**src/rtl/sfcd_pkg.sv**
```systemverilog
// Package: shared types, constants and the CRC-16 byte update for the deframer.
`timescale 1ns / 1ps
package sfcd_pkg;

  localparam int unsigned MaxPayload = 1024;

  localparam logic [7:0]  SyncFirst  = 8'h45;  // 'E'
  localparam logic [7:0]  SyncSecond = 8'h58;  // 'X'
  localparam logic [15:0] CrcInit    = 16'hFFFF;
  localparam logic [15:0] CrcSubst   = 16'hAAAA;
  localparam logic [15:0] MaxPayloadW = 16'(MaxPayload);

  localparam int unsigned HdrBytes = 10;
  localparam int unsigned PosW     = 4;
  localparam int unsigned HdrIdxW  = 4;
  localparam int unsigned LenW     = 11;

  localparam logic [PosW-1:0] PosHunt     = 4'd0;
  localparam logic [PosW-1:0] PosSync1    = 4'd1;
  localparam logic [PosW-1:0] PosHdrStart = 4'd2;
  localparam logic [PosW-1:0] PosHdrEnd   = 4'd12;
  localparam logic [PosW-1:0] PosPastHdr  = 4'd13;

  localparam int unsigned TdataOutW = 88;
  localparam int unsigned TuserOutW = 3;

  typedef struct packed {
    logic            payload_valid;
    logic [7:0]      payload_byte;
    logic            frame_end;
    logic            frame_ok;
    logic            length_error;
    logic [7:0]      message_id;
    logic [15:0]     serial_number;
    logic [7:0]      first_param;
    logic [15:0]     second_param;
    logic [15:0]     third_param;
    logic [LenW-1:0] payload_length;
  } result_t;

  // Byte-wise CCITT CRC-16 update (swap, xor, shift-fold form)
  function automatic logic [15:0] crc_update(input logic [15:0] c, input logic [7:0] b);
    logic [15:0] x;
    x = {c[7:0], c[15:8]} ^ {8'h00, b};
    x = x ^ {12'h000, x[7:4]};
    x = x ^ {x[3:0], 12'h000};
    x = x ^ {3'b000, x[7:0], 5'b00000};
    return x;
  endfunction

endpackage

```
**src/rtl/sfcd_parser.sv**
```systemverilog
// Frame parser: sync hunt, header capture, payload forwarding and CRC check.
`timescale 1ns / 1ps
module sfcd_parser import sfcd_pkg::*; (
  input  logic       clk_i,
  input  logic       rst_ni,
  input  logic       accept_i,
  input  logic [7:0] data_byte_i,
  output result_t    result_o
);

  logic              in_frame_q, in_frame_d;
  logic [PosW-1:0]   pos_q, pos_d;
  logic [LenW-1:0]   rem_q, rem_d;
  logic [15:0]       crc_q, crc_d;
  logic [7:0]        trailer_q, trailer_d;
  logic [7:0]        hdr_q [HdrBytes];
  logic              hdr_we;
  logic [HdrIdxW-1:0] hdr_idx;

  logic [15:0]       len;
  logic [LenW-1:0]   len_sat;
  logic [LenW-1:0]   rem_eff;
  logic [LenW-1:0]   rem_dec;
  logic [15:0]       crc_fin;
  result_t           hdr_res;

  assign hdr_idx = pos_q - PosHdrStart;
  assign len     = {hdr_q[9], hdr_q[8]};
  assign len_sat = (len[15:LenW] != '0) ? {LenW{1'b1}} : len[LenW-1:0];
  // On the first byte past the header the count is loaded with length plus trailer
  assign rem_eff = (pos_q == PosHdrEnd) ? (len[LenW-1:0] + LenW'(2)) : rem_q;
  assign rem_dec = rem_eff - LenW'(1);
  assign crc_fin = (crc_q == CrcInit) ? CrcSubst : crc_q;

  always_comb begin
    hdr_res                = '0;
    hdr_res.message_id     = hdr_q[2];
    hdr_res.serial_number  = {hdr_q[1], hdr_q[0]};
    hdr_res.first_param    = hdr_q[3];
    hdr_res.second_param   = {hdr_q[5], hdr_q[4]};
    hdr_res.third_param    = {hdr_q[7], hdr_q[6]};
    hdr_res.payload_length = len_sat;
  end

  always_comb begin
    result_o   = '0;
    in_frame_d = in_frame_q;
    pos_d      = pos_q;
    rem_d      = rem_q;
    crc_d      = crc_q;
    trailer_d  = trailer_q;
    hdr_we     = 1'b0;
    if (accept_i) begin
      if (!in_frame_q) begin
        if (data_byte_i == SyncFirst && pos_q == PosHunt) begin
          pos_d = PosSync1;
        end else if (data_byte_i == SyncSecond && pos_q == PosSync1) begin
          pos_d      = PosHdrStart;
          in_frame_d = 1'b1;
          crc_d      = CrcInit;
        end else begin
          pos_d = PosHunt;
        end
      end else if (pos_q < PosHdrEnd) begin
        hdr_we = 1'b1;
        crc_d  = crc_update(crc_q, data_byte_i);
        pos_d  = pos_q + PosW'(1);
      end else if (pos_q == PosHdrEnd && len > MaxPayloadW) begin
        // oversized frame: drop this byte and report the header
        result_o              = hdr_res;
        result_o.length_error = 1'b1;
        in_frame_d = 1'b0;
        pos_d      = PosHunt;
        rem_d      = '0;
      end else if (rem_eff == '0) begin
        in_frame_d = 1'b0;
        pos_d      = PosHunt;
        rem_d      = '0;
      end else begin
        rem_d = rem_dec;
        pos_d = PosPastHdr;
        if (rem_dec >= LenW'(2)) begin
          crc_d                  = crc_update(crc_q, data_byte_i);
          result_o.payload_valid = 1'b1;
          result_o.payload_byte  = data_byte_i;
        end else if (rem_dec == LenW'(1)) begin
          trailer_d = data_byte_i;
        end else begin
          result_o           = hdr_res;
          result_o.frame_end = 1'b1;
          result_o.frame_ok  = (crc_fin == {trailer_q, data_byte_i});
          in_frame_d = 1'b0;
          pos_d      = PosHunt;
          rem_d      = '0;
        end
      end
    end
  end

  always_ff @(posedge clk_i or negedge rst_ni) begin
    if (!rst_ni) begin
      in_frame_q <= 1'b0;
      pos_q      <= PosHunt;
      rem_q      <= '0;
      crc_q      <= CrcInit;
      trailer_q  <= '0;
    end else begin
      in_frame_q <= in_frame_d;
      pos_q      <= pos_d;
      rem_q      <= rem_d;
      crc_q      <= crc_d;
      trailer_q  <= trailer_d;
    end
  end

  always_ff @(posedge clk_i) begin
    if (hdr_we) begin
      hdr_q[hdr_idx] <= data_byte_i;
    end
  end

endmodule

```
**src/rtl/sfcd_out_buf.sv**
```systemverilog
// Output register with skid stage; the input side stalls only once both are full.
`timescale 1ns / 1ps
module sfcd_out_buf import sfcd_pkg::*; (
  input  logic    clk_i,
  input  logic    rst_ni,
  input  logic    in_valid_i,
  output logic    in_ready_o,
  input  result_t in_result_i,
  output logic    out_valid_o,
  input  logic    out_ready_i,
  output result_t out_result_o
);

  logic    out_valid_q;
  logic    skid_valid_q;
  result_t out_q;
  result_t skid_q;
  logic    push;
  logic    pop;

  assign in_ready_o   = !skid_valid_q;
  assign push         = in_valid_i && !skid_valid_q;
  assign pop          = out_valid_q && out_ready_i;
  assign out_valid_o  = out_valid_q;
  assign out_result_o = out_q;

  always_ff @(posedge clk_i or negedge rst_ni) begin
    if (!rst_ni) begin
      out_valid_q  <= 1'b0;
      skid_valid_q <= 1'b0;
    end else begin
      if (push) begin
        if (!out_valid_q || pop) begin
          out_valid_q <= 1'b1;
        end else begin
          skid_valid_q <= 1'b1;
        end
      end else if (pop) begin
        if (skid_valid_q) begin
          skid_valid_q <= 1'b0;
        end else begin
          out_valid_q <= 1'b0;
        end
      end
    end
  end

  always_ff @(posedge clk_i) begin
    if (push) begin
      if (!out_valid_q || pop) begin
        out_q <= in_result_i;
      end else begin
        skid_q <= in_result_i;
      end
    end else if (pop && skid_valid_q) begin
      out_q <= skid_q;
    end
  end

endmodule

```
**src/rtl/sync_frame_crc_deframer_top.sv**
```systemverilog
// Top level: sync-framed message deframer with CRC-16 trailer check.
//
// Slave stream carries one received serial byte per transaction in s_axis_tdata.
// The block hunts for the sync pair 'E','X', captures the 10-byte header and
// forwards payload bytes; each accepted byte yields exactly one master transaction.
// m_axis_tuser flags a forwarded payload byte, a good CRC and an oversized length;
// m_axis_tlast marks the transaction of the last CRC byte, carrying header fields.
// Results are registered in the output register, or the skid register on a stall.
// Throughput: one byte per cycle while s_axis_tready is high; the parser never stalls.
// Reset puts the parser back into sync hunt with the CRC at FFFF and empties the
// output stages. When the receiver stalls, one result waits in the output register
// and one more in a skid register; s_axis_tready drops only when both are full.
`timescale 1ns / 1ps
module sync_frame_crc_deframer_top import sfcd_pkg::*; (
  input  logic                 clk_i,
  input  logic                 rst_ni,
  input  logic                 s_axis_tvalid,
  output logic                 s_axis_tready,
  input  logic [7:0]           s_axis_tdata,   // [7:0] data_byte
  output logic                 m_axis_tvalid,
  input  logic                 m_axis_tready,
  // [7:0] payload_byte, [15:8] message_id, [31:16] serial_number,
  // [39:32] first_param, [55:40] second_param, [71:56] third_param,
  // [82:72] payload_length, [87:83] zero
  output logic [TdataOutW-1:0] m_axis_tdata,
  // [0] payload_valid, [1] frame_ok, [2] length_error
  output logic [TuserOutW-1:0] m_axis_tuser,
  output logic                 m_axis_tlast    // frame_end
);

  logic    accept;
  result_t parse_res;
  result_t out_res;

  assign accept = s_axis_tvalid && s_axis_tready;

  sfcd_parser u_parser (
    .clk_i       (clk_i),
    .rst_ni      (rst_ni),
    .accept_i    (accept),
    .data_byte_i (s_axis_tdata),
    .result_o    (parse_res)
  );

  sfcd_out_buf u_out_buf (
    .clk_i        (clk_i),
    .rst_ni       (rst_ni),
    .in_valid_i   (s_axis_tvalid),
    .in_ready_o   (s_axis_tready),
    .in_result_i  (parse_res),
    .out_valid_o  (m_axis_tvalid),
    .out_ready_i  (m_axis_tready),
    .out_result_o (out_res)
  );

  assign m_axis_tdata = {5'b00000,
                         out_res.payload_length,
                         out_res.third_param,
                         out_res.second_param,
                         out_res.first_param,
                         out_res.serial_number,
                         out_res.message_id,
                         out_res.payload_byte};
  assign m_axis_tuser = {out_res.length_error, out_res.frame_ok, out_res.payload_valid};
  assign m_axis_tlast = out_res.frame_end;

endmodule
```
**config.mk**
```make
export PLATFORM = sky130hd
export DESIGN_NAME = sync_frame_crc_deframer_top
export DESIGN_NICKNAME = d
export VERILOG_FILES = /design/src/rtl/sfcd_pkg.sv /design/src/rtl/sfcd_parser.sv /design/src/rtl/sfcd_out_buf.sv /design/src/rtl/sync_frame_crc_deframer_top.sv
export SDC_FILE = /design/constraint.sdc
export NUM_CORES = 1
export LEC_CHECK = 0
export BUFFER_PORTS_ARGS = -buffer_cell sky130_fd_sc_hd__buf_2
export CORE_AREA = 2 2 136 165
export CTS_CLUSTER_DIAMETER = 200
export CTS_CLUSTER_SIZE = 16
export DETAILED_ROUTE_END_ITERATION = 8
export DIE_AREA = 0 0 138 167
export GPL_TIMING_DRIVEN = 0
export PLACE_DENSITY_LB_ADDON = 0.2
export SETUP_SLACK_MARGIN = 0.4
export SLEW_MARGIN = 20
export SYNTH_ARGS = -nofsm -noshare
export SYNTH_HDL_FRONTEND = slang
export SYNTH_HIERARCHICAL = 1
export SYNTH_SLANG_ARGS = --single-unit
```
**constraint.sdc**
```tcl
create_clock -name clk_i -period 12.15 [get_ports clk_i]
set_clock_uncertainty 0.1 [all_clocks]
set_input_delay 1.8225 -clock clk_i [delete_from_list [all_inputs] [get_ports clk_i]]
set_output_delay 1.8225 -clock clk_i [all_outputs]
set_load 0.02 [all_outputs]
```
==> Word-level counts from Yosys, hierarchy flattened <==
Memory sizes are Yosys's and may differ from the RTL's.
Index checks and enable logic that the tools add are counted.
{ "word_totals": {"regBits": 216, "ramBits": 80, "memories": 1, "wordCells": 134, "output_inout_bits": 94} }
{ "memory_table": {"columns": ["memory", "words", "word_bits", "read_ports", "rd_clocked_by_memory_dff", "wr", "line_no", "text"], "rows": [
  ["u_parser.hdr_q", 10, 8, 10, 0, 1, "sfcd_parser.sv:16", "logic [7:0] hdr_q [HdrBytes];"]
]} }
{ "op_classes": {"n_bitwise": 9, "n_reduce_logical": 22, "mux": 52, "addsub": 4, "n_lt_le_gt_ge": 3, "eq_ne": 14} }
{ "ops": {"columns": ["cell", "n"], "rows": [
  ["87-bit two-way mux", 7],
  ["78-bit two-way mux", 2],
  ["16-bit two-way mux", 8],
  ["11-bit two-way mux", 6],
  ["4-bit two-way mux", 7],
  ["1-bit two-way mux", 20],
  ["16-bit == test", 1],
  ["16-bit == test, second input constant", 1],
  ["8-bit by 7-bit == test with 1-bit output, second input constant", 2],
  ["16-bit by 11-bit > comparator with 1-bit output, second input constant", 1],
  ["16-bit by 13-bit bitwise XOR with 16-bit output", 1],
  ["16-bit bitwise XOR", 1],
  ["16-bit by 4-bit bitwise XOR with 16-bit output", 1],
  ["16-bit by 8-bit bitwise XOR with 16-bit output", 1],
  ["11-bit by 2-bit adder with 11-bit output, second input constant", 1],
  ["11-bit by 1-bit == test with 1-bit output, second input constant", 1],
  ["11-bit by 2-bit greater-or-equal comparator with 1-bit output, second input constant", 1],
  ["11-bit logical NOT", 1],
  ["11-bit by 1-bit subtractor with 11-bit output, second input constant", 1],
  ["9-bit two-way mux", 1],
  ["3-bit != test, second input constant", 3],
  ["7-bit AND reduction", 1],
  ["1-bit logical AND", 6],
  ["2-bit AND reduction", 3],
  ["other kinds (16)", 26]
]} }

==> Depth between registers and ports, before layout <==
Gate-level depths: netlist (run 1).
An unclocked memory read counts as a cell.
{ "logic_depth": {"depth_word": 13, "depth_mapped": 16, "depth_no_buf": 14} }

==> By module <==
The synthesis (run 1) kept the hierarchy.
{ "by_module_without_submodules": {"columns": ["mod", "n_inst", "area_per_inst_um2", "cells_each"], "rows": [
  ["sfcd_out_buf", 1, 6443.7, 284],
  ["sfcd_parser", 1, 6172.2, 531],
  ["sync_frame_crc_deframer_top", 1, 47.5, 7]
]} }

==> Worst setup path after synthesis (run 1) <==
Ideal clock, no wire load.
{ "synth_timing": {"kind": "input to register", "from": "input s_axis_tvalid", "to": "register u_out_buf/skid_q[0] (netlist name), enable pin", "t_arrival_ns": 8.152, "path_slack_ns": 3.258, "cell_stages": 5, "setup_ns": 0.640, "path_buffers": 3, "path_cell_list": "nand2b_4 > buf_6 > buf_8 > buf_8 > nor3_1"} }
{ "synth_between": {"elab_chain_cells": 2} }
{ "synth_rtl": {"columns": ["item", "line_no", "text"], "rows": [
  ["start, declared", "sync_frame_crc_deframer_top.sv:17", "input logic s_axis_tvalid,"],
  ["1-bit logical AND", "sfcd_out_buf.sv:22", "assign push = in_valid_i && !skid_valid_q;"],
  ["2-bit AND reduction (no line)", null, null],
  ["end signal, assigned", "sfcd_out_buf.sv:53", "skid_q <= in_result_i;"],
  ["end, declared", "sfcd_out_buf.sv:17", "result_t skid_q;"]
]} }
Every way passes these cells.
A chain may end at the register's enable or synchronous reset.

==> results of run 1 <==
==> worst max-delay path, cell delays in order (launching register included) <==
cell and delay (ns):
dfrtp_1 0.43, inv_1 0.11, ha_1 0.30, nand3_2 0.16, clkbuf_1 0.36, mux2i_1 0.36, ha_1 0.30, nand2_2 0.14
nor4_1 0.36, xnor2_1 0.25, nand2_1 0.14, nor4_2 0.31, nor2_1 0.10, clkbuf_1 0.32, and2_1 0.29, mux2_4 0.28
==> kinds of logic (layout without fill, tap and decap cells) <==
| group | Yosys count | count (layout) |
|---|---|---|
| other cells | 1 | 5 |
| simple gates | 211 | 211 |
| fa+ha+maj | 10 | 10 |
| mux | 99 | 99 |
| flops | 296 | 296 |
| buf+inv | 53 | 204 |
| xor+xnor | 51 | 51 |
| compound gates | 101 | 101 |
==> final timing paths <==
| kind | cells after the start | end |
|---|---|---|
| min | 2 | u_parser/rem_q[10] |
| max | 15 | u_out_buf/out_result_o[80] |
| min reg2reg | 2 | u_parser/rem_q[10] |
| min in group asynchronous | 1 | u_parser/trailer_q[2] |
| max reg2reg | 15 | u_out_buf/out_result_o[80] |
| max in group asynchronous | 2 | u_parser/crc_q[6] |
==> per-layer routing <==
layer  wire length, um  track usage, %  vias to the layer above  part of all wire [%]
li1                  -               -                     3348                     -
met1             10700            29.0                     3460                    44
met2             12100            35.9                      189                    50
met3               957            2.10                       37                   3.9
met4               593            5.90                        0                   2.4
met5                 0               0                        -                     0
==> state kept, by name, indices dropped and copies added (netlist names) <==
signal / cells
u_out_buf/out_valid_o: 1
u_parser/hdr_q: 80
u_out_buf/out_result_o: 87
u_parser/rem_q: 11
u_parser/crc_q: 16
u_parser/pos_q: 4
u_parser/trailer_q: 8
u_out_buf/skid_q: 87
u_out_buf/skid_valid_q: 1
u_parser/in_frame_q: 1
==> through the flow <==
step | setup WS [ns] | hold WS (ns) | total power (uW) | utilization (%) | cells
floorplan | 3.26 | 0.349 | 1740 | - | 826
global placement | 0.139 | 0.371 | 1920 | 63.2 | 1200
detailed placement | 7.35 | 0.396 | 1930 | 63.7 | 1210
CTS | 7.61 | 0.412 | 2600 | 66.7 | 1250
global route | 7.19 | 0.425 | 2680 | 66.8 | 1251
finish | 7.58 | 0.412 | 2580 | 66.8 | 1251
==> power by group <==
group,internal (uW),switching (uW)
Combinational,197,359
Clock,356,324
Sequential,1300,45.7
==> cells in the mapped netlist, types with 6 or more instances <==
master and number:
nand3_1 13, a31oi_1 7, nor4_1 8, o31ai_1 6, edfxtp_1 254, o21ai_0 21, mux2_1 7, ha_1 10
buf_2 11, nor2_1 27, a21oi_1 15, o22a_1 17, and2_1 85, inv_1 11, clkbuf_1 13, mux2_4 8
xor2_1 28, nand2_1 29, o21a_1 12, mux2_2 80, xnor2_1 23, buf_4 13, dfrtp_1 26, nor3_1 11
dfstp_2 16
==> final cells by class <==
class | instances | share of cell area (%)
buffer | 42 | 1.80
sequential | 296 | 60.9
multi-input combinational | 477 | 25.9
inverter | 11 | 0.289
tap | 274 | 2.40
clock buffer | 39 | 4.45
clock inverter | 1 | 0.0613
timing repair buffer | 111 | 4.28
==> impl_metrics.env, run 1 <==
export IMPL_outcome="completed"
export IMPL_grt_usage_pct=21.0
export IMPL_ys_warn_count=6
export IMPL_grt_pass1_vias=7055
export IMPL_drtAntennaViolNets=0
export IMPL_crit_path_max_fanout=11
export IMPL_ir_drop_mv=0.117
export IMPL_hpwlAfterDp_um=16300
export IMPL_worst_pin_slew_ns=0.781
export IMPL_drt_iter0_drc=577
export IMPL_multiInputGateArea_mm2=0.00369
export IMPL_min_from="u_parser/rem_q[10]"
export IMPL_dieArea_mm2=0.0230
export IMPL_drive_gt1_share_pct=29.0
export IMPL_die_h_um=167
export IMPL_synth_simple_area_share_pct=9.56
export IMPL_antenna_found_initial=0
export IMPL_drc=0
export IMPL_layout_cells_most_common_list="edfxtp_1, buf_2, and2_1"
export IMPL_start_util_pct=59.2
export IMPL_synth_area_mm2=0.0127
export IMPL_clock_sinks=296
export IMPL_synth_area_leaders="edfxtp_1, mux2_2, dfrtp_1"
export IMPL_hold_viol=0
export IMPL_fill_cells=1537
export IMPL_slew_viol_final=0
export IMPL_viasPerCell=5.62
export IMPL_cts_htree_levels=1
export IMPL_synth_ff_type="edfxtp_1"
export IMPL_clockBufferDepth=3
export IMPL_synth_top_family_by_area="simple AND/OR/NAND/NOR gates"
export IMPL_cts_repair_resized=0
export IMPL_cts_buffers=22
export IMPL_diodes=0
export IMPL_crit_arrival_ns=4.73
export IMPL_cts_hold_buf=0
export IMPL_seq_area_frac_synth_pct=68.7
export IMPL_synthAdderAreaFrac_pct=0.988
export IMPL_synth_compound_area_share_pct=5.84
export IMPL_die_w_um=138
export IMPL_r2r_slack_ns=7.58
export IMPL_syn_inst=822
export IMPL_post_drt_wl_per_cell_um=19.4
export IMPL_maxCapViolations=0
export IMPL_grt_pass1_wl_um=38500
export IMPL_muxShareOfSynthArea_pct=9.00
export IMPL_end_kind="flip-flop"
export IMPL_synth_xor_area_share_pct=3.53
export IMPL_crit_required_ns=12.31
export IMPL_postLayoutCellArea_mm2=0.0143
export IMPL_cts_root_buffer="clkbuf_16"
export IMPL_max_slew_margin_rel_pct=47.9
export IMPL_clkTransAtPathRegs_ns=0.08
export IMPL_min_path_type="flip-flop to flip-flop"
export IMPL_p_leak_uw=0.00538
export IMPL_finalCritPeriodShare_pct=37.6
export IMPL_r2r_start="u_parser/pos_q[1]"
export IMPL_cts_tree="built"
export IMPL_setup_tns_ns=0
export IMPL_grt_max_degree=56
export IMPL_synth_top_area_share_pct=60.2
export IMPL_ys_types=66
export IMPL_startpoint="u_parser/pos_q[1]"
export IMPL_crit_type="flip-flop to flip-flop"
export IMPL_port_buffers=100
export IMPL_ys_ff_latch=296
export IMPL_route_vias_total=7034
export IMPL_seqCellArea_mm2=0.00870
export IMPL_postCtsSetupRepairBufs=0
export IMPL_crit_path_start_kind="flip-flop"
export IMPL_grt_overflow=0
export IMPL_area_growth_pct=12.9
export IMPL_fin_nets=983
export IMPL_ioPinCount=106
export IMPL_setup_violations=0
export IMPL_row_count=59
export IMPL_synth_edff_count=254
export IMPL_achievable_frequency_mhz=219
export IMPL_core_area_mm2=0.0214
export IMPL_rsz0062_at_grt="no"
export IMPL_gpl_final_weighted_congestion=0.875
export IMPL_min_period_ns=4.57
export IMPL_synthArstFlopShare_pct=14.2
export IMPL_insertion_delay_ns=0.52
export IMPL_synth_top_cell_by_area="edfxtp_1"
export IMPL_detail_route_wirelength_um=24300
export IMPL_power_density_mw_per_mm2=181
export IMPL_layout_commonest_cell="edfxtp_1"
export IMPL_syn_area_per_cell_um2=15.4
export IMPL_first_pass_iters=6
export IMPL_placed_cell_area_mm2=0.0136
(Power assumes the default switching activity.)
==> run 2, diff against run 1 <==
Settings changed: ABC_AREA from default to 1, CORE_AREA 2 2 136 165 to 2 2 140 169, DIE_AREA 0 0 138 167 to 0 0 142 171.
Clock period 12.15 ns to 4.7 ns, I/O delays scaled along.
==> impl_metrics.env, run 2 <==
export IMPL_outcome="completed"
export IMPL_p_int_uw=5260
export IMPL_die_w_um=142
export IMPL_synth_area_mm2=0.0134
export IMPL_crit_type="flip-flop to flip-flop"
export IMPL_p_sw_uw=2830
export IMPL_ys_warn_count=6
export IMPL_hold_viol=0
export IMPL_cts_repair_resized=0
export IMPL_synth_ff_type="edfxtp_1"
export IMPL_worstPathCellList="inv_1 -> ha_1 -> nand3_2 -> buf_6 -> nand2_2 -> nand2_2 -> ha_1 -> nand2_1 -> nor2_8 -> nand3_4 -> xor2_1 -> nand3_2 -> nor2_4 -> nand3_4 -> nand2_1 -> nand2_2 -> buf_6 -> buf_12 -> nor2_4 -> nand2_1 -> nand2_1"
export IMPL_synth_top_area_share_pct=57.1
export IMPL_max_stage_delay_ns=0.42
export IMPL_grt_pass1_vias=8226
export IMPL_finalCritPeriodShare_pct=80.3
export IMPL_area_growth_pct=11.9
export IMPL_cts_hold_buf=0
export IMPL_ioPinCount=106
export IMPL_synth_edff_count=254
export IMPL_drc=0
export IMPL_postLayoutCoreUtil_pct=65.5
export IMPL_drive_gt1_share_pct=21.8
export IMPL_insertion_delay_ns=0.51
export IMPL_cts_htree_levels=1
export IMPL_clock_sinks=296
export IMPL_layout_commonest_cell="nand2_1"
export IMPL_row_count=61
export IMPL_met1_usage_pct=29.4
export IMPL_synth_most_common_cell="nand2_1"
export IMPL_ys_types=47
export IMPL_diodes=0
export IMPL_synthArstFlopShare_pct=14.2
export IMPL_cts_root_buffer="clkbuf_16"
export IMPL_pwr_share_clk_pct=21.7
export IMPL_crit_required_ns=4.96
export IMPL_drtAntennaViolNets=0
export IMPL_grt_max_degree=53
export IMPL_cts_buffers=22
export IMPL_top_usage_layer="met2"
export IMPL_first_pass_iters=7
export IMPL_grt_usage_pct=22.5
export IMPL_core_area_mm2=0.0228
export IMPL_min_period_ns=3.78
export IMPL_cts_tree="built"
export IMPL_syn_area_per_cell_um2=11.1
export IMPL_post_drt_wl_per_cell_um=16.2
export IMPL_dieArea_mm2=0.0243
export IMPL_clkTransAtPathRegs_ns=0.08
export IMPL_hpwlAfterDp_um=18100
export IMPL_slew_viol_final=0
export IMPL_max_slew_margin_rel_pct=44.7
export IMPL_setup_violations=0
export IMPL_grt_pass1_wl_um=42400
export IMPL_layout_cells_most_common_list="nand2_1, edfxtp_1, inv_1"
export IMPL_setup_tns_ns=0
export IMPL_grt_overflow=0
export IMPL_syn_inst=1205
export IMPL_maxCapViolations=0
export IMPL_die_h_um=171
export IMPL_synth_top_cell_by_area="edfxtp_1"
export IMPL_gr_usage_met3_pct=2.43
export IMPL_ys_ff_latch=296
export IMPL_clockBufferDepth=3
export IMPL_port_buffers=100
export IMPL_achievable_frequency_mhz=265
export IMPL_crit_path_start_kind="flip-flop"
export IMPL_route_vias_total=8517
export IMPL_synth_commonest_cells="nand2_1, edfxtp_1, inv_1, nor2_1, nor2_4"
export IMPL_power_density_mw_per_mm2=542
export IMPL_cpLargestDelayFamily="simple AND/OR/NAND/NOR gates"
export IMPL_min_path_type="primary input to async pin"
export IMPL_cp_slowest_cell="dfrtp_1"
export IMPL_crit_buf_inv=4
export IMPL_end_kind="flip-flop"
export IMPL_fin_nets=1357
export IMPL_seq_area_frac_synth_pct=65.1
export IMPL_p_comb_share_pct=31.7
export IMPL_postCtsSetupRepairBufs=0
export IMPL_p_leak_uw=0.00636
export IMPL_worst_pin_slew_ns=0.827
export IMPL_viasPerCell=5.21
export IMPL_path_common_cell="nand2_1"
export IMPL_seqPwrFrac_pct=46.7
export IMPL_start_util_pct=58.5
export IMPL_p_sw_share_pct=35.0
export IMPL_detail_route_wirelength_um=26500
export IMPL_drt_iter0_drc=708
export IMPL_synth_area_leaders="edfxtp_1, nand2_1, dfrtp_1"
export IMPL_crit_arrival_ns=4.04
export IMPL_met2_usage_pct=40.0
export IMPL_crit_path_max_fanout=10
export IMPL_antenna_found_initial=0
export IMPL_gpl_final_weighted_congestion=0.888
export IMPL_ir_drop_mv=0.331
export IMPL_rsz0062_at_grt="no"
run 2: path summary, 6_finish.rpt:
| path | startpoint | end | slack (ns) | cells after the start |
|---|---|---|---|---|
| worst max-delay path | u_parser/pos_q[1] | u_out_buf/out_result_o[51] | 0.92 | 21 |
| worst min-delay path | rst_ni | u_parser/rem_q[6] | 0.08 | 1 |
| max in group asynchronous | rst_ni | u_parser/crc_q[9] | 4.02 | 1 |
| worst min register to register | u_parser/rem_q[10] | u_parser/rem_q[10] | 0.39 | 2 |
| min in group clk_i | u_parser/rem_q[10] | u_parser/rem_q[10] | 0.39 | 2 |
| worst max register to register | u_parser/pos_q[1] | u_out_buf/out_result_o[51] | 0.92 | 21 |
run 2: routing by layer:
layer	wire, um	vias to the layer above
li1	-	4196
met1	10700	4031
met2	13800	250
met3	1450	40
met4	467	0
met5	0	-
run 2: metrics by stage:
step                      instances  worst slack, ns  hold slack (ns)  area (um2)  total power, uW
after floorplan                1209             1.36            0.309       13400             5660
after global placement         1592           0.0593            0.367       14200             6320
after detailed placement       1594            0.966            0.372       14300             6390
after CTS                      1634            0.907            0.279       14900             8140
after global routing           1634            0.712            0.117       14900             8570
final                          1634            0.924           0.0802       14900             8100
run 2: cell families (layout without fill, tap and decap cells):
kind of cell	Yosys count	count (layout)	synth area share [%]
AO/OA/AOI/OAI	80	80	3.68
XOR/XNOR	22	22	1.44
adder cells (fa/ha/maj)	10	10	0.937
buffers and inverters	192	334	6.82
flip-flops	296	296	65.1
other	1	5	0.0281
AND/OR/NAND/NOR	604	604	22.0
run 2: layout make-up:
cell class                 instances  area [um2]
buffer                            43         349
clock inverter                     1        8.76
timing repair buffer             102         551
fill                            1740        7880
clock buffer                      39         636
sequential                       296        8700
inverter                         149         567
multi-input combinational        721        3780
tap                              283         354
run 2: power by group through the flow:
stage | logic [uW] | clock network, uW | registers (uW)
4_1_cts | 2570 | 1790 | 3780
3_3_place_gp | 2460 | 0 | 3860
3_5_place_dp | 2560 | 0 | 3830
6_report | 2560 | 1750 | 3780
5_1_grt | 2840 | 1890 | 3840
2_1_floorplan | 1550 | 0 | 4100
run 2: worst register-to-register path: cells and delay by family (launching register included):
family | cells | cell delay (ns)
flops | 1 | 0.42
xor+xnor | 1 | 0.28
fa+ha+maj | 2 | 0.62
buf+inv | 4 | 0.73
simple gates | 14 | 1.47
==> run 3, diff against run 2 <==
Clock period 4.7 ns to 3.8 ns, I/O delays scaled along.
==> impl_metrics.env, run 3 (synthesized netlist as in run 2, its figures left out) <==
export IMPL_outcome="completed"
export IMPL_crit_path_max_fanout=10
export IMPL_crit_type="flip-flop to flip-flop"
export IMPL_clkTransAtPathRegs_ns=0.07
export IMPL_max_slew_margin_rel_pct=43.0
export IMPL_min_path_type="primary input to flip-flop"
export IMPL_drt_iter0_drc=759
export IMPL_crit_path_start_kind="flip-flop"
export IMPL_viasPerCell=5.22
export IMPL_drive_gt1_share_pct=23.2
export IMPL_grt_overflow=0
export IMPL_clockBufferDepth=3
export IMPL_power_density_mw_per_mm2=670
export IMPL_area_growth_pct=13.3
export IMPL_min_period_ns=3.24
export IMPL_diodes=0
export IMPL_p_comb_share_pct=32.6
export IMPL_postLayoutCoreUtil_pct=66.3
export IMPL_clock_sinks=296
export IMPL_cpLargestDelayFamily="simple AND/OR/NAND/NOR gates"
export IMPL_crit_required_ns=4.06
export IMPL_die_w_um=142
export IMPL_placed_cell_area_mm2=0.0143
export IMPL_grt_usage_pct=22.5
export IMPL_layout_commonest_cell="nand2_1"
export IMPL_p_total_uw=10100
export IMPL_hpwlAfterDp_um=18100
export IMPL_insertion_delay_ns=0.51
export IMPL_layout_cells_most_common_list="nand2_1, edfxtp_1, inv_1"
export IMPL_fill_cells=1711
export IMPL_die_h_um=171
export IMPL_cts_htree_levels=1
export IMPL_finalCritPeriodShare_pct=85.2
export IMPL_slew_viol_final=0
export IMPL_drtAntennaViolNets=0
export IMPL_row_count=61
export IMPL_worst_pin_slew_ns=0.852
export IMPL_achievable_frequency_mhz=309
export IMPL_pwr_share_clk_pct=21.3
export IMPL_r2r_slack_ns=0.56
export IMPL_first_pass_iters=5
export IMPL_grt_pass1_wl_um=42600
export IMPL_route_vias_total=8599
export IMPL_p_int_uw=6590
export IMPL_crit_buf_inv=4
export IMPL_fin_nets=1370
export IMPL_setup_violations=0
export IMPL_end_kind="flip-flop"
export IMPL_antenna_found_initial=0
export IMPL_post_drt_wl_per_cell_um=16.2
export IMPL_p_leak_uw=0.00645
export IMPL_cp_slowest_cell="dfrtp_2"
export IMPL_seqPwrFrac_pct=46.1
export IMPL_grt_max_degree=53
export IMPL_ioPinCount=106
export IMPL_p_sw_share_pct=35.0
export IMPL_grt_pass1_vias=8244
export IMPL_p_sw_uw=3550
export IMPL_hold_viol=0
export IMPL_crit_arrival_ns=3.50
export IMPL_holdWs_ns=0.303
export IMPL_rsz0062_at_grt="no"
export IMPL_drc=0
export IMPL_port_buffers=100
export IMPL_cts_root_buffer="clkbuf_16"
export IMPL_cts_buffers=22
export IMPL_maxCapViolations=0
export IMPL_dieArea_mm2=0.0243
export IMPL_core_area_mm2=0.0228
export IMPL_ir_drop_mv=0.408
export IMPL_worstPathCellList="inv_2 -> ha_4 -> nand3_4 -> buf_8 -> nand2_2 -> nand2_2 -> ha_4 -> nand2_4 -> nand2_1 -> nor2_1 -> nand3_1 -> nor2_1 -> nand3_2 -> nor2_4 -> nand3_4 -> nand2_2 -> nand2_4 -> buf_12 -> buf_12 -> nor2_4 -> nand2_1 -> nand2_1"
export IMPL_postLayoutCellArea_mm2=0.0151
export IMPL_start_util_pct=58.5
export IMPL_max_stage_delay_ns=0.45
export IMPL_gpl_final_weighted_congestion=0.888
export IMPL_cts_tree="built"
export IMPL_detail_route_wirelength_um=26600
[run 3: cell count changes in the layout (fill, tap and decap cells not counted), sizes merged]
cell | before | now
dlygate4sd3 | 0 | 1
clkbuf | 42 | 43
buf | 142 | 153
[run 3: worst paths after layout]
kind,start,endpoint,cells after the start
hold reg to reg,u_parser/rem_q[10],u_parser/rem_q[10],2
setup reg to reg,u_parser/pos_q[0],u_out_buf/out_result_o[51],22
hold / removal,m_axis_tready,u_out_buf/out_valid_o,4
setup / recovery,u_parser/pos_q[0],u_out_buf/out_result_o[51],22
min in group asynchronous,rst_ni,u_parser/rem_q[3],2
max in group asynchronous,rst_ni,u_parser/pos_q[0],2
[run 3: routing by layer]
metal	routed length, um	share of wire (%)	GRT usage [%]
met5	0	0	0
met4	469	1.8	6.04
met3	1320	4.9	2.43
met2	13900	52	40.2
met1	10900	41	29.5
[run 3: through the flow]
| stage | cells | TNS [ns] | worst slack (ns) |
|---|---|---|---|
| after floorplan | 1209 | 0 | 0.600 |
| after global placement | 1592 | -93.81 | -0.706 |
| after detailed placement | 1594 | 0 | 0.0658 |
| after CTS | 1637 | 0 | 0.402 |
| after global routing | 1647 | 0 | 0.394 |
| final | 1647 | 0 | 0.562 |
[run 3: power groups by stage]
stage	sequential [uW]	clock, uW	combinational, uW
after floorplan	5080	0	1920
final	4680	2170	3300
after global routing	4740	2330	3650
after detailed placement	4740	0	3160
after CTS	4680	2220	3220
after global placement	4770	0	3050
[run 3: repair_timing]
action                                  CTS  global route
hold endpoints to repair                  0            14
setup buffers                             3             8
gates cloned                              0             1
gates resized for setup                   7            11
hold buffers                              0             1
endpoints found under the setup margin  191            78
pin swaps                                 1             8
[run 3: worst min-delay path: cells and delay by family]
family / cells / cell delay [ns]
AO/OA/AOI/OAI: 1 / 0.07
buffers and inverters: 2 / 0.18
AND/OR/NAND/NOR: 1 / 0.06
[run 3: final cells by class]
type / count / area, um2 / share of cell area (%)
buffer: 43 / 362 / 2.39
tap: 283 / 354 / 2.34
multi-input combinational: 721 / 3840 / 25.4
timing repair buffer: 115 / 668 / 4.41
clock inverter: 1 / 8.76 / 0.0579
inverter: 149 / 567 / 3.74
clock buffer: 39 / 636 / 4.20
sequential: 296 / 8700 / 57.5
